<file path="src/hw/rtl/ymc_pkg.sv">
// Shared types, codes and functions of the YModem-CRC receiver.
`default_nettype none
package ymc_pkg;
    localparam int SIZE_DIGITS_DEF = 16;
    localparam logic [31:0] BASE_RST = 32'h0;
    localparam logic [31:0] LIMIT_RST = 32'h0010_0000;
    localparam logic [15:0] TIMEOUT_RST = 16'd1000;
    localparam logic [7:0] ERRLIM_RST = 8'd5;

    // Configuration register indexes
    localparam logic [1:0] CFG_BASE = 2'd0;
    localparam logic [1:0] CFG_LIMIT = 2'd1;
    localparam logic [1:0] CFG_TIMEOUT = 2'd2;
    localparam logic [1:0] CFG_ERRLIM = 2'd3;

    // Input functions
    localparam logic [1:0] FN_BYTE = 2'd0;
    localparam logic [1:0] FN_TICK = 2'd1;
    localparam logic [1:0] FN_FLASH = 2'd2;

    // Result kinds
    localparam logic [2:0] K_SEND = 3'd0;
    localparam logic [2:0] K_PAYLOAD = 3'd1;
    localparam logic [2:0] K_COMMIT = 3'd2;
    localparam logic [2:0] K_DISCARD = 3'd3;
    localparam logic [2:0] K_INFO = 3'd4;
    localparam logic [2:0] K_ERASE = 3'd5;
    localparam logic [2:0] K_END = 3'd6;

    // Session status
    localparam logic [1:0] ST_DONE = 2'd0;
    localparam logic [1:0] ST_ABORT = 2'd1;
    localparam logic [1:0] ST_LIMIT = 2'd2;
    localparam logic [1:0] ST_FLASH = 2'd3;

    // Protocol characters
    localparam logic [7:0] CH_SOH = 8'h01;
    localparam logic [7:0] CH_STX = 8'h02;
    localparam logic [7:0] CH_EOT = 8'h04;
    localparam logic [7:0] CH_ACK = 8'h06;
    localparam logic [7:0] CH_NAK = 8'h15;
    localparam logic [7:0] CH_CA = 8'h18;
    localparam logic [7:0] CH_POLL = 8'h43;
    localparam logic [7:0] CH_AB1 = 8'h41;
    localparam logic [7:0] CH_AB2 = 8'h61;

    localparam int MAX_RES = 4;

    // All results caused by one input item
    typedef struct packed {
        logic [2:0]                 n;
        logic [MAX_RES-1:0][2:0]    kind;
        logic [MAX_RES-1:0][7:0]    byte_v;
        logic [31:0]                addr;
        logic [10:0]                cnt;
        logic [31:0]                fsize;
        logic [1:0]                 status;
    } t_bundle;

    function automatic logic [15:0] crc_step(input logic [15:0] crc, input logic [7:0] b);
        logic [15:0] c;
        c = crc ^ {b, 8'h00};
        for (int i = 0; i < 8; i++) begin
            c = c[15] ? ((c << 1) ^ 16'h1021) : (c << 1);
        end
        return c;
    endfunction
endpackage
`default_nettype wire

</file>
<file path="src/hw/rtl/ymc_front.sv">
// Protocol front end: takes events, updates session state, builds result bundles.
`default_nettype none
module ymc_front #(
    parameter int SIZE_DIGITS = ymc_pkg::SIZE_DIGITS_DEF
) (
    input  wire logic            i_clk,
    input  wire logic            i_rst_n,
    input  wire logic            i_valid,
    output logic                 o_stall,
    input  wire logic [1:0]      i_func,
    input  wire logic [7:0]      i_rx_byte,
    input  wire logic            i_flash_ok,
    input  wire logic            i_cfg_we,
    input  wire logic [1:0]      i_cfg_index,
    input  wire logic [31:0]     i_cfg_data,
    input  wire logic            i_full,
    output logic                 o_push,
    output ymc_pkg::t_bundle     o_bundle
);
    import ymc_pkg::*;

    localparam int SDW = $clog2(SIZE_DIGITS + 1);

    localparam logic [2:0] PH_HDR = 3'd0;
    localparam logic [2:0] PH_CA2 = 3'd1;
    localparam logic [2:0] PH_NUM = 3'd2;
    localparam logic [2:0] PH_CNUM = 3'd3;
    localparam logic [2:0] PH_DATA = 3'd4;
    localparam logic [2:0] PH_CRCH = 3'd5;
    localparam logic [2:0] PH_CRCL = 3'd6;
    localparam logic [2:0] PH_FLASH = 3'd7;

    localparam logic [1:0] SP_NAME = 2'd0;
    localparam logic [1:0] SP_SIZE = 2'd1;
    localparam logic [1:0] SP_DONE = 2'd2;
    localparam logic [1:0] SP_BAD = 2'd3;

    logic [31:0] r_base, r_limit;
    logic [15:0] r_timeout;
    logic [7:0]  r_errlim;

    logic [2:0]  r_phase, n_phase;
    logic [10:0] r_body_len, n_body_len, r_idx, n_idx;
    logic [7:0]  r_blk, n_blk, r_exp, n_exp, r_errs, n_errs;
    logic [15:0] r_crc, n_crc, r_rcrc, n_rcrc, r_ticks, n_ticks;
    logic        r_started, n_started, r_hseen, n_hseen;
    logic        r_num_ok, n_num_ok, r_hempty, n_hempty;
    logic [31:0] r_waddr, n_waddr;
    logic [1:0]  r_sp, n_sp;
    logic [SDW-1:0] r_sd, n_sd;
    logic [31:0] r_sv, n_sv;

    logic accept;
    t_bundle bnd;

    assign o_stall = i_full;
    assign accept = i_valid && !i_full;

    always_comb begin
        logic do_err, do_rst, mism, data, good;
        logic [31:0] fsize;
        logic [35:0] t;
        logic [7:0]  b;
        do_err = 1'b0;
        do_rst = 1'b0;
        b = i_rx_byte;
        t = '0;
        fsize = '0;
        n_phase = r_phase; n_body_len = r_body_len; n_idx = r_idx; n_blk = r_blk;
        n_exp = r_exp; n_errs = r_errs; n_crc = r_crc; n_rcrc = r_rcrc;
        n_ticks = r_ticks; n_started = r_started; n_hseen = r_hseen;
        n_num_ok = r_num_ok; n_hempty = r_hempty; n_waddr = r_waddr;
        n_sp = r_sp; n_sd = r_sd; n_sv = r_sv;
        bnd = '0;
        mism = (r_blk != 8'd0) && (r_blk != r_exp);
        data = r_num_ok && !mism && (r_exp != 8'd0);
        good = r_num_ok && (r_crc == {r_rcrc[15:8], b});

        if (accept) begin
            if (i_func == FN_BYTE && r_phase != PH_FLASH) begin
                unique case (r_phase)
                    PH_HDR: begin
                        if (b == CH_SOH || b == CH_STX) begin
                            n_body_len = (b == CH_SOH) ? 11'd128 : 11'd1024;
                            n_phase = PH_NUM;
                            n_ticks = '0;
                        end else if (b == CH_EOT) begin
                            n_errs = '0;
                            if (r_hseen) begin
                                n_hseen = 1'b0;
                                bnd.kind[0] = K_SEND; bnd.byte_v[0] = CH_NAK; bnd.n = 3'd1;
                            end else begin
                                bnd.byte_v[0] = CH_ACK; bnd.byte_v[1] = CH_POLL; bnd.n = 3'd2;
                            end
                            n_exp = '0;
                            n_ticks = '0;
                        end else if (b == CH_CA) begin
                            n_phase = PH_CA2;
                            n_ticks = '0;
                        end else if (b == CH_AB1 || b == CH_AB2) begin
                            bnd.byte_v[0] = CH_CA; bnd.byte_v[1] = CH_CA;
                            bnd.kind[2] = K_END; bnd.status = ST_ABORT; bnd.n = 3'd3;
                            do_rst = 1'b1;
                        end else begin
                            do_err = 1'b1;
                        end
                    end
                    PH_CA2: begin
                        if (b == CH_CA) begin
                            bnd.byte_v[0] = CH_ACK; bnd.kind[1] = K_END;
                            bnd.status = ST_ABORT; bnd.n = 3'd2;
                            do_rst = 1'b1;
                        end else begin
                            do_err = 1'b1;
                        end
                    end
                    PH_NUM: begin
                        n_blk = b;
                        n_phase = PH_CNUM;
                    end
                    PH_CNUM: begin
                        n_num_ok = (b == ~r_blk);
                        n_crc = '0; n_idx = '0;
                        n_sp = SP_NAME; n_sd = '0; n_sv = '0; n_hempty = 1'b0;
                        n_phase = PH_DATA;
                    end
                    PH_DATA: begin
                        n_crc = crc_step(r_crc, b);
                        if (r_num_ok && !mism) begin
                            if (r_exp != 8'd0) begin
                                bnd.kind[0] = K_PAYLOAD; bnd.byte_v[0] = b;
                                bnd.addr = r_waddr + {21'd0, r_idx}; bnd.n = 3'd1;
                            end else if (r_sp == SP_NAME) begin
                                if (b == 8'd0) begin
                                    if (r_idx == 11'd0) n_hempty = 1'b1;
                                    n_sp = SP_SIZE; n_sd = '0; n_sv = '0;
                                end
                            end else if (r_sp == SP_SIZE) begin
                                if (b == 8'h20 || b == 8'h00) begin
                                    n_sp = SP_DONE;
                                end else if ((b == 8'h6B || b == 8'h4B) && r_sd != '0) begin
                                    n_sv = (r_sv > 32'h003F_FFFF) ? '1 : (r_sv << 10);
                                    n_sp = SP_DONE;
                                end else if ((b == 8'h6D || b == 8'h4D) && r_sd != '0) begin
                                    n_sv = (r_sv > 32'h0000_0FFF) ? '1 : (r_sv << 20);
                                    n_sp = SP_DONE;
                                end else if (b >= 8'h30 && b <= 8'h39) begin
                                    if (r_sd >= SDW'(10)) begin
                                        n_sp = SP_BAD;
                                    end else begin
                                        t = ({4'd0, r_sv} << 3) + ({4'd0, r_sv} << 1)
                                            + {28'd0, b - 8'h30};
                                        n_sv = (t[35:32] != 4'd0) ? '1 : t[31:0];
                                        n_sd = r_sd + SDW'(1);
                                        if (n_sd >= SDW'(SIZE_DIGITS)) n_sp = SP_DONE;
                                    end
                                end else begin
                                    n_sp = SP_BAD;
                                end
                            end
                        end
                        n_idx = r_idx + 11'd1;
                        if (n_idx >= r_body_len) n_phase = PH_CRCH;
                    end
                    PH_CRCH: begin
                        n_rcrc = {b, 8'h00};
                        n_phase = PH_CRCL;
                    end
                    PH_CRCL: begin
                        n_rcrc = {r_rcrc[15:8], b};
                        n_phase = PH_HDR;
                        n_ticks = '0;
                        if (!good) begin
                            if (data) begin
                                bnd.kind[0] = K_DISCARD; bnd.addr = r_waddr;
                                bnd.cnt = r_body_len; bnd.n = 3'd1;
                            end
                            do_err = 1'b1;
                        end else begin
                            n_errs = '0;
                            fsize = (r_sp == SP_DONE || r_sp == SP_SIZE) ? r_sv : '0;
                            if (mism) begin
                                bnd.byte_v[0] = CH_NAK; bnd.n = 3'd1;
                            end else if (data) begin
                                bnd.kind[0] = K_COMMIT; bnd.addr = r_waddr;
                                bnd.cnt = r_body_len; bnd.n = 3'd1;
                                n_phase = PH_FLASH;
                            end else if (r_hempty) begin
                                bnd.byte_v[0] = CH_ACK; bnd.kind[1] = K_END;
                                bnd.status = ST_DONE; bnd.n = 3'd2;
                                do_rst = 1'b1;
                            end else if (fsize > r_limit) begin
                                bnd.byte_v[0] = CH_CA; bnd.byte_v[1] = CH_CA;
                                bnd.kind[2] = K_END; bnd.status = ST_LIMIT; bnd.n = 3'd3;
                                do_rst = 1'b1;
                            end else begin
                                if (!r_started) n_waddr = r_base;
                                bnd.kind[0] = K_ERASE; bnd.addr = r_base;
                                bnd.kind[1] = K_INFO; bnd.fsize = fsize;
                                bnd.byte_v[2] = CH_ACK; bnd.byte_v[3] = CH_POLL;
                                bnd.n = 3'd4;
                                n_hseen = 1'b1;
                                n_exp = r_exp + 8'd1;
                                n_started = 1'b1;
                            end
                        end
                    end
                    default: begin
                    end
                endcase
            end else if (i_func == FN_TICK && r_phase != PH_FLASH) begin
                if (r_ticks != 16'hFFFF) n_ticks = r_ticks + 16'd1;
                if (n_ticks > r_timeout) do_err = 1'b1;
            end else if (i_func == FN_FLASH && r_phase == PH_FLASH) begin
                n_phase = PH_HDR;
                n_ticks = '0;
                if (i_flash_ok) begin
                    n_waddr = r_waddr + {21'd0, r_body_len};
                    bnd.byte_v[0] = CH_ACK; bnd.n = 3'd1;
                    n_exp = r_exp + 8'd1;
                    n_started = 1'b1;
                end else begin
                    bnd.byte_v[0] = CH_CA; bnd.byte_v[1] = CH_CA;
                    bnd.kind[2] = K_END; bnd.status = ST_FLASH; bnd.n = 3'd3;
                    do_rst = 1'b1;
                end
            end

            if (do_err) begin
                if (r_started && n_errs != 8'hFF) n_errs = n_errs + 8'd1;
                n_phase = PH_HDR;
                n_ticks = '0;
                if (n_errs > r_errlim) begin
                    bnd.kind[bnd.n[1:0]] = K_SEND; bnd.byte_v[bnd.n[1:0]] = CH_CA;
                    bnd.n = bnd.n + 3'd1;
                    bnd.kind[bnd.n[1:0]] = K_SEND; bnd.byte_v[bnd.n[1:0]] = CH_CA;
                    bnd.n = bnd.n + 3'd1;
                    bnd.kind[bnd.n[1:0]] = K_END; bnd.status = ST_ABORT;
                    bnd.n = bnd.n + 3'd1;
                    do_rst = 1'b1;
                end else begin
                    bnd.kind[bnd.n[1:0]] = K_SEND; bnd.byte_v[bnd.n[1:0]] = CH_POLL;
                    bnd.n = bnd.n + 3'd1;
                end
            end

            if (do_rst) begin
                n_phase = PH_HDR; n_body_len = '0; n_idx = '0; n_blk = '0;
                n_crc = '0; n_rcrc = '0; n_exp = '0; n_errs = '0; n_ticks = '0;
                n_started = 1'b0; n_hseen = 1'b0; n_num_ok = 1'b0; n_hempty = 1'b0;
                n_waddr = r_base; n_sp = SP_NAME; n_sd = '0; n_sv = '0;
            end
        end
    end

    assign o_push = accept && (bnd.n != 3'd0);
    assign o_bundle = bnd;

    always_ff @(posedge i_clk) begin
        if (!i_rst_n) begin
            r_base <= BASE_RST; r_limit <= LIMIT_RST;
            r_timeout <= TIMEOUT_RST; r_errlim <= ERRLIM_RST;
            r_phase <= PH_HDR; r_body_len <= '0; r_idx <= '0; r_blk <= '0;
            r_exp <= '0; r_errs <= '0; r_crc <= '0; r_rcrc <= '0; r_ticks <= '0;
            r_started <= 1'b0; r_hseen <= 1'b0; r_num_ok <= 1'b0; r_hempty <= 1'b0;
            r_waddr <= BASE_RST; r_sp <= SP_NAME; r_sd <= '0; r_sv <= '0;
        end else begin
            if (i_cfg_we) begin
                unique case (i_cfg_index)
                    CFG_BASE:    r_base <= i_cfg_data;
                    CFG_LIMIT:   r_limit <= i_cfg_data;
                    CFG_TIMEOUT: r_timeout <= i_cfg_data[15:0];
                    CFG_ERRLIM:  r_errlim <= i_cfg_data[7:0];
                    default: begin
                    end
                endcase
            end
            r_phase <= n_phase; r_body_len <= n_body_len; r_idx <= n_idx; r_blk <= n_blk;
            r_exp <= n_exp; r_errs <= n_errs; r_crc <= n_crc; r_rcrc <= n_rcrc;
            r_ticks <= n_ticks; r_started <= n_started; r_hseen <= n_hseen;
            r_num_ok <= n_num_ok; r_hempty <= n_hempty; r_waddr <= n_waddr;
            r_sp <= n_sp; r_sd <= n_sd; r_sv <= n_sv;
        end
    end
endmodule
`default_nettype wire

</file>
<file path="src/hw/rtl/ymc_queue.sv">
// Two-entry bundle queue between the front end and the result sequencer.
`default_nettype none
module ymc_queue (
    input  wire logic             i_clk,
    input  wire logic             i_rst_n,
    input  wire logic             i_push,
    input  wire ymc_pkg::t_bundle i_bundle,
    output logic                  o_full,
    input  wire logic             i_pop,
    output logic                  o_valid,
    output ymc_pkg::t_bundle      o_head
);
    import ymc_pkg::*;

    t_bundle r_mem [2];
    logic r_wp, r_rp;
    logic [1:0] r_cnt;

    assign o_full = (r_cnt == 2'd2);
    assign o_valid = (r_cnt != 2'd0);
    assign o_head = r_mem[r_rp];

    always_ff @(posedge i_clk) begin
        if (i_push) r_mem[r_wp] <= i_bundle;
    end

    always_ff @(posedge i_clk) begin
        if (!i_rst_n) begin
            r_wp <= 1'b0; r_rp <= 1'b0; r_cnt <= '0;
        end else begin
            if (i_push) r_wp <= ~r_wp;
            if (i_pop) r_rp <= ~r_rp;
            r_cnt <= r_cnt + {1'b0, i_push} - {1'b0, i_pop};
        end
    end

`ifndef SYNTHESIS
    a_no_overflow: assert property (@(posedge i_clk) disable iff (!i_rst_n)
        !(i_push && o_full)) else $error("push into full queue");
    a_no_underflow: assert property (@(posedge i_clk) disable iff (!i_rst_n)
        !(i_pop && !o_valid)) else $error("pop from empty queue");
    a_cnt_range: assert property (@(posedge i_clk) disable iff (!i_rst_n)
        r_cnt != 2'd3) else $error("queue count out of range");
    a_head_nonempty: assert property (@(posedge i_clk) disable iff (!i_rst_n)
        o_valid |-> o_head.n != 3'd0) else $error("empty bundle queued");
`endif
endmodule
`default_nettype wire

</file>
<file path="src/hw/rtl/ymc_back.sv">
// Result sequencer: plays out the records of the head bundle one per transfer.
`default_nettype none
module ymc_back (
    input  wire logic             i_clk,
    input  wire logic             i_rst_n,
    input  wire logic             i_have,
    input  wire ymc_pkg::t_bundle i_head,
    output logic                  o_pop,
    output logic                  o_valid,
    input  wire logic             i_stall,
    output logic [2:0]            o_kind,
    output logic [7:0]            o_byte_value,
    output logic [31:0]           o_address,
    output logic [10:0]           o_count,
    output logic [31:0]           o_image_size,
    output logic [1:0]            o_status,
    output logic                  o_last
);
    import ymc_pkg::*;

    logic [1:0] r_sel;
    logic [2:0] k;
    logic xfer;

    assign k = i_head.kind[r_sel];
    assign o_valid = i_have;
    assign xfer = i_have && !i_stall;
    assign o_last = ({1'b0, r_sel} == i_head.n - 3'd1);
    assign o_pop = xfer && o_last;

    assign o_kind = k;
    assign o_byte_value = (k == K_SEND || k == K_PAYLOAD) ? i_head.byte_v[r_sel] : 8'd0;
    assign o_address = (k == K_PAYLOAD || k == K_COMMIT || k == K_DISCARD || k == K_ERASE)
                       ? i_head.addr : 32'd0;
    assign o_count = (k == K_COMMIT || k == K_DISCARD) ? i_head.cnt : 11'd0;
    assign o_image_size = (k == K_INFO) ? i_head.fsize : 32'd0;
    assign o_status = (k == K_END) ? i_head.status : 2'd0;

    always_ff @(posedge i_clk) begin
        if (!i_rst_n) begin
            r_sel <= '0;
        end else if (xfer) begin
            r_sel <= o_last ? 2'd0 : r_sel + 2'd1;
        end
    end
endmodule
`default_nettype wire

</file>
<file path="src/hw/rtl/ymodem_crc_receiver.sv">
// Top level of the YModem-CRC receiver.
`default_nettype none
// YModem-CRC receiver. Each input transfer carries one event: a received byte
// (func 0), a timer tick (func 1) or a flash write outcome (func 2). The front
// end handles every event combinationally (header decode, block number check,
// CRC-16/XMODEM, size parse from packet 0) and packs all results of that event,
// up to four, into one bundle. A two-entry queue sits between front end and the
// result sequencer, so input and output stall independently. Input rate is one
// event per cycle while the queue has room; output is one result per cycle while
// i_stall is low, and an event with N results takes N output transfers. Events
// that make no result never touch the queue. No clearing pass after reset.
module ymodem_crc_receiver #(
    parameter int SIZE_DIGITS = ymc_pkg::SIZE_DIGITS_DEF
) (
    input  wire logic        i_clk,
    input  wire logic        i_rst_n,
    input  wire logic        i_valid,
    output logic             o_stall,
    input  wire logic [1:0]  i_func,
    input  wire logic [7:0]  i_rx_byte,
    input  wire logic        i_flash_ok,
    input  wire logic        i_cfg_we,
    input  wire logic [1:0]  i_cfg_index,
    input  wire logic [31:0] i_cfg_data,
    output logic             o_valid,
    input  wire logic        i_stall,
    output logic [2:0]       o_kind,
    output logic [7:0]       o_byte_value,
    output logic [31:0]      o_address,
    output logic [10:0]      o_count,
    output logic [31:0]      o_image_size,
    output logic [1:0]       o_status,
    output logic             o_last
);
    import ymc_pkg::*;

    t_bundle push_bnd, head_bnd;
    logic    push, full, pop, have;

    // front end: event decode and session state
    ymc_front #(.SIZE_DIGITS(SIZE_DIGITS)) u_front (
        .i_clk, .i_rst_n, .i_valid, .o_stall, .i_func, .i_rx_byte, .i_flash_ok,
        .i_cfg_we, .i_cfg_index, .i_cfg_data,
        .i_full(full), .o_push(push), .o_bundle(push_bnd)
    );

    // decoupling queue
    ymc_queue u_queue (
        .i_clk, .i_rst_n, .i_push(push), .i_bundle(push_bnd), .o_full(full),
        .i_pop(pop), .o_valid(have), .o_head(head_bnd)
    );

    // back end: one result per transfer
    ymc_back u_back (
        .i_clk, .i_rst_n, .i_have(have), .i_head(head_bnd), .o_pop(pop),
        .o_valid, .i_stall, .o_kind, .o_byte_value, .o_address, .o_count,
        .o_image_size, .o_status, .o_last
    );
endmodule
`default_nettype wire

</file>
<file path="config.mk">
export PLATFORM = sky130hd
export DESIGN_NAME = ymodem_crc_receiver
export DESIGN_NICKNAME = d
export VERILOG_FILES = /design/src/hw/rtl/ymc_pkg.sv /design/src/hw/rtl/ymc_front.sv /design/src/hw/rtl/ymc_queue.sv /design/src/hw/rtl/ymc_back.sv /design/src/hw/rtl/ymodem_crc_receiver.sv
export SDC_FILE = /design/constraint.sdc
export NUM_CORES = 1
export LEC_CHECK = 0
export BUFFER_PORTS_ARGS = -buffer_cell sky130_fd_sc_hd__buf_2
export CAP_MARGIN = 10
export CORE_UTILIZATION = 40
export DETAILED_ROUTE_END_ITERATION = 16
export MAX_ROUTING_LAYER = met4
export PLACE_DENSITY = 0.65
export REMOVE_ABC_BUFFERS = 1
export SLEW_MARGIN = 20
export SYNTH_ARGS = -nofsm -noshare
export SYNTH_HDL_FRONTEND = slang
export SYNTH_SLANG_ARGS = --single-unit
export TNS_END_PERCENT = 30
</file>
<file path="constraint.sdc">
create_clock -name i_clk -period 14.3 [get_ports i_clk]
set_input_delay 0.715 -clock i_clk [delete_from_list [all_inputs] [get_ports i_clk]]
set_output_delay 0.715 -clock i_clk [all_outputs]
set_load 0.01 [all_outputs]
</file>
==> impl_metrics.csv <==
group,metric,value,unit
setup_path,critPathKind,"input pin to register",
global_route,grt_max_degree,80,
layout,syn2layout_area_growth,11.99,%
global_route,overflow,0,
clock_tree,cts_buffers,48,
timing,finalSetupViolations,0,
yosys,synth_cells,2984,
clock_tree,post_cts_buffers,0,
die,io_pins,141,
clock_tree,cts.clk_slew.worst_paths,60,ps
timing,fin_setup_tns,0,ps
power,pwr_density_cell,98.29,nW/µm²
yosys,synth_top_area_share,21.43,%
setup_path,crit_fanout,24,
timing,rsz0062_at_grt,"false",
power,pwr-share-seq,45.7,%
setup_path,reg2reg_slack,7100,ps
drt,drcViolationCount,0,
worst_hold_path,whs_path_depth,3,
die,die-width,258.7,µm
yosys,seq_area_frac_synth,40.42,%
setup_path,cp.arrival,7780,ps
drt,wl,77950,µm
clock_tree,cts_resized,0,
yosys,ys_async_sr_fraction,0,%
die,die_area,66900,µm²
die,die_y,258.7,µm
yosys,yosys-top-cells-area,"edfxtp_1, dfxtp_1, ha_1",
yosys,synth_cell_types,96,
timing,max_freq,137.5,MHz
power,internal_power,2.207,mW
power,ir_drop,0.08278,mV
clock_tree,clkLatencyLatePin,620,ps
clock_tree,cts_hold_buf,0,
worst_hold_path,min_path_type,"input pin to register",
job,drv_cap,0,
yosys,synth_edf_count,188,
layout,drive_above_1_share,10.64,%
drt,viasPerCell,5.779,
drt,vias,22710,
power,switching_power,0.6929,mW
setup_path,startpoint_type,"input pin",
drt,first_pass_iters,5,
placement,io_buffer_count,131,
drt,detail-route-antenna-nets,0,
clock_tree,cts_tree,"done",
setup_path,cp-end-kind,"register",
yosys,ys_ff_latch,438,
placement,gp_congestion,0.9963,
drt,dr.first_iter.drc_count,1945,
placement,dp_slack,6521,ps
global_route,antenna_found_initial,1,
timing,worstMarginPinSlew,1048,ps
die,num_rows,93,
die,start_util,40.65,%
yosys,yosys.area.top_type,"edfxtp_1",
yosys,synth_area_per_cell,8.830,µm²
timing,drv_slew,0,
power,power_frac_clock,48.2,%
setup_path,r2r_cells,23,
global_route,grt_pass1_vias,21400,
status,status,"complete, no violations",
timing,period_minus_slack,7273,ps
yosys,netlist_area,26350,µm²
power,switching_share,23.89,%
die,core-area,64810,µm²
clock_tree,h-tree-depth,2,
power,p_leak,11.21,nW
timing,setup_slack,7027,ps
timing,relSlewSlack,29.57,%
power,pwr-share-comb,6.1,%
yosys,synth_ff_type,"dfxtp_1",
clock_tree,clk_path_buf_depth,3,
layout,fin_nets,3244,
yosys,yosysWarnings,0,
clock_tree,cts-root-buf,"clkbuf_16",
clock_tree,clock_sinks,438,
timing,post-route-period-util,50.86,%
yosys,synth.top_cells.by_count,"nand2_1, nor2_1, a21oi_1",
yosys,yosysMostFrequentCell,"nand2_1",
timing,hold_viol,0,
global_route,grt_pass1_wl,121200,µm
timing,clock_skew,30.04,ps
setup_path,critPathRequiredTime,14810,ps
drt,wl_per_cell,19.84,µm
global_route,track_usage,23.47,%
placement,dpl.hpwl,55190,µm
==> sequential cells by signal, indices dropped and copies added (netlist names), 2 cells and up, named ones only <==
| signal | flops |
|---|---|
| u_front.r_idx | 11 |
| u_queue.r_mem | 188 |
| u_front.r_exp | 8 |
| u_front.r_rcrc | 8 |
| u_front.r_base | 32 |
| u_front.r_limit | 32 |
| u_front.r_waddr | 32 |
| u_front.r_phase | 3 |
| u_back.r_sel | 2 |
| u_front.r_sv | 32 |
| u_queue.r_cnt | 2 |
| u_front.r_sp | 2 |
| u_front.r_errlim | 8 |
| u_front.r_body_len | 2 |
| u_front.r_sd | 5 |
| u_front.r_blk | 8 |
| u_front.r_errs | 8 |
| u_front.r_crc | 16 |
| u_front.r_ticks | 16 |
| u_front.r_timeout | 16 |
==> worst paths after layout <==
kind,startpoint,end
setup / recovery,i_rx_byte[0],u_front.r_crc[2]
hold / removal,i_cfg_data[17],u_front.r_limit[17]
setup reg to reg,u_front.r_crc[15],u_front.r_crc[2]
hold reg to reg,u_front.r_limit[18],u_front.r_limit[18]
==> layer usage <==
layer | track usage, % | share of wire (%)
met5 | - | 0
met3 | 3.149 | 6.3
met2 | 36.57 | 46
met4 | 6.016 | 2.2
met1 | 31.97 | 46
==> layout by cell type (no fill, tap or decap), types with 20 or more instances in the layout <==
cell type / netlist / layout
a211oi_1: 29 / 29
a21o_1: 34 / 34
a21oi_1: 251 / 251
a22oi_1: 28 / 28
a31oi_1: 22 / 20
and2_1: 57 / 57
and3_1: 66 / 66
buf_2: 17 / 131
buf_4: 13 / 41
clkbuf_16: 0 / 50
dfxtp_1: 250 / 249
edfxtp_1: 188 / 188
ha_1: 154 / 154
inv_1: 126 / 125
mux2i_1: 95 / 95
nand2_1: 368 / 368
nand3_1: 85 / 85
nand4_1: 44 / 44
nor2_1: 279 / 278
nor3_1: 54 / 52
nor4_1: 37 / 35
o211ai_1: 38 / 38
o21a_1: 26 / 26
o21ai_0: 109 / 108
o22ai_1: 28 / 28
o2bb2ai_1: 33 / 33
or3_1: 26 / 26
xnor2_1: 98 / 98
xor2_1: 37 / 37
==> cell families (layout without fill, tap and decap cells) <==
| kind of cell | after synthesis | in the layout | share of synthesized area, % |
|---|---|---|---|
| DFF | 438 | 438 | 40.42 |
| and+or+nand+nor | 1110 | 1110 | 19.94 |
| adders and majority gates | 161 | 161 | 7.845 |
| muxes | 108 | 108 | 4.464 |
| buffers and inverters | 308 | 389 | 4.825 |
| AOI/OAI and AO/OA | 723 | 723 | 18.00 |
| xor gates and xnor gates | 135 | 135 | 4.488 |
| other | 1 | 10 | 0.01423 |
==> layout make-up <==
class                      count  area (µm²)
antenna                        1       2.502
clock buffer                  60        1339
clock inverter                30       467.9
fill                        6314       35310
inverter                     127       479.2
multi-input combinational   2246       14530
sequential                   438       10650
tap                          855        1070
timing repair buffer         172       963.4
==> worst max-delay path: stages <==
cell	delay (ps)
buf_2	360
xor2_1	160
nor4_2	340
nand3_1	220
or3_1	580
a21o_1	320
and2_1	200
ha_1	210
nand3_1	110
nand4_1	120
nor4b_1	770
nand3_1	220
xor2_1	170
nor2_1	50
ha_1	310
a21oi_1	180
o2111ai_1	190
and2_1	350
a221oi_4	270
buf_4	340
a21o_1	720
o21ai_2	340
buf_4	320
a211oi_1	190
==> power by group through the flow <==
stage	sequential (mW)	combinational, mW	clock [mW]
after floorplan	1.35	0.103	0
after global placement	1.35	0.176	0
after detailed placement	1.35	0.176	0
after CTS	1.32	0.177	1.42
after global routing	1.33	0.194	1.47
final	1.32	0.178	1.40
==> metrics by stage <==
stage / instance area, µm² / cells / hold slack, ps / util (%) / total power [mW]
after floorplan: 25580 / 2811 / 436.3 / - / 1.454
after global placement: 27700 / 3838 / 442.4 / 42.73 / 1.527
after detailed placement: 27700 / 3838 / 447.5 / 42.73 / 1.528
after CTS: 29500 / 3928 / 353.6 / 45.52 / 2.920
after global routing: 29510 / 3929 / 366.8 / 45.53 / 2.988
final: 29510 / 3929 / 372.6 / 45.53 / 2.900
Note: power is estimated with default switching activity, not from simulation.
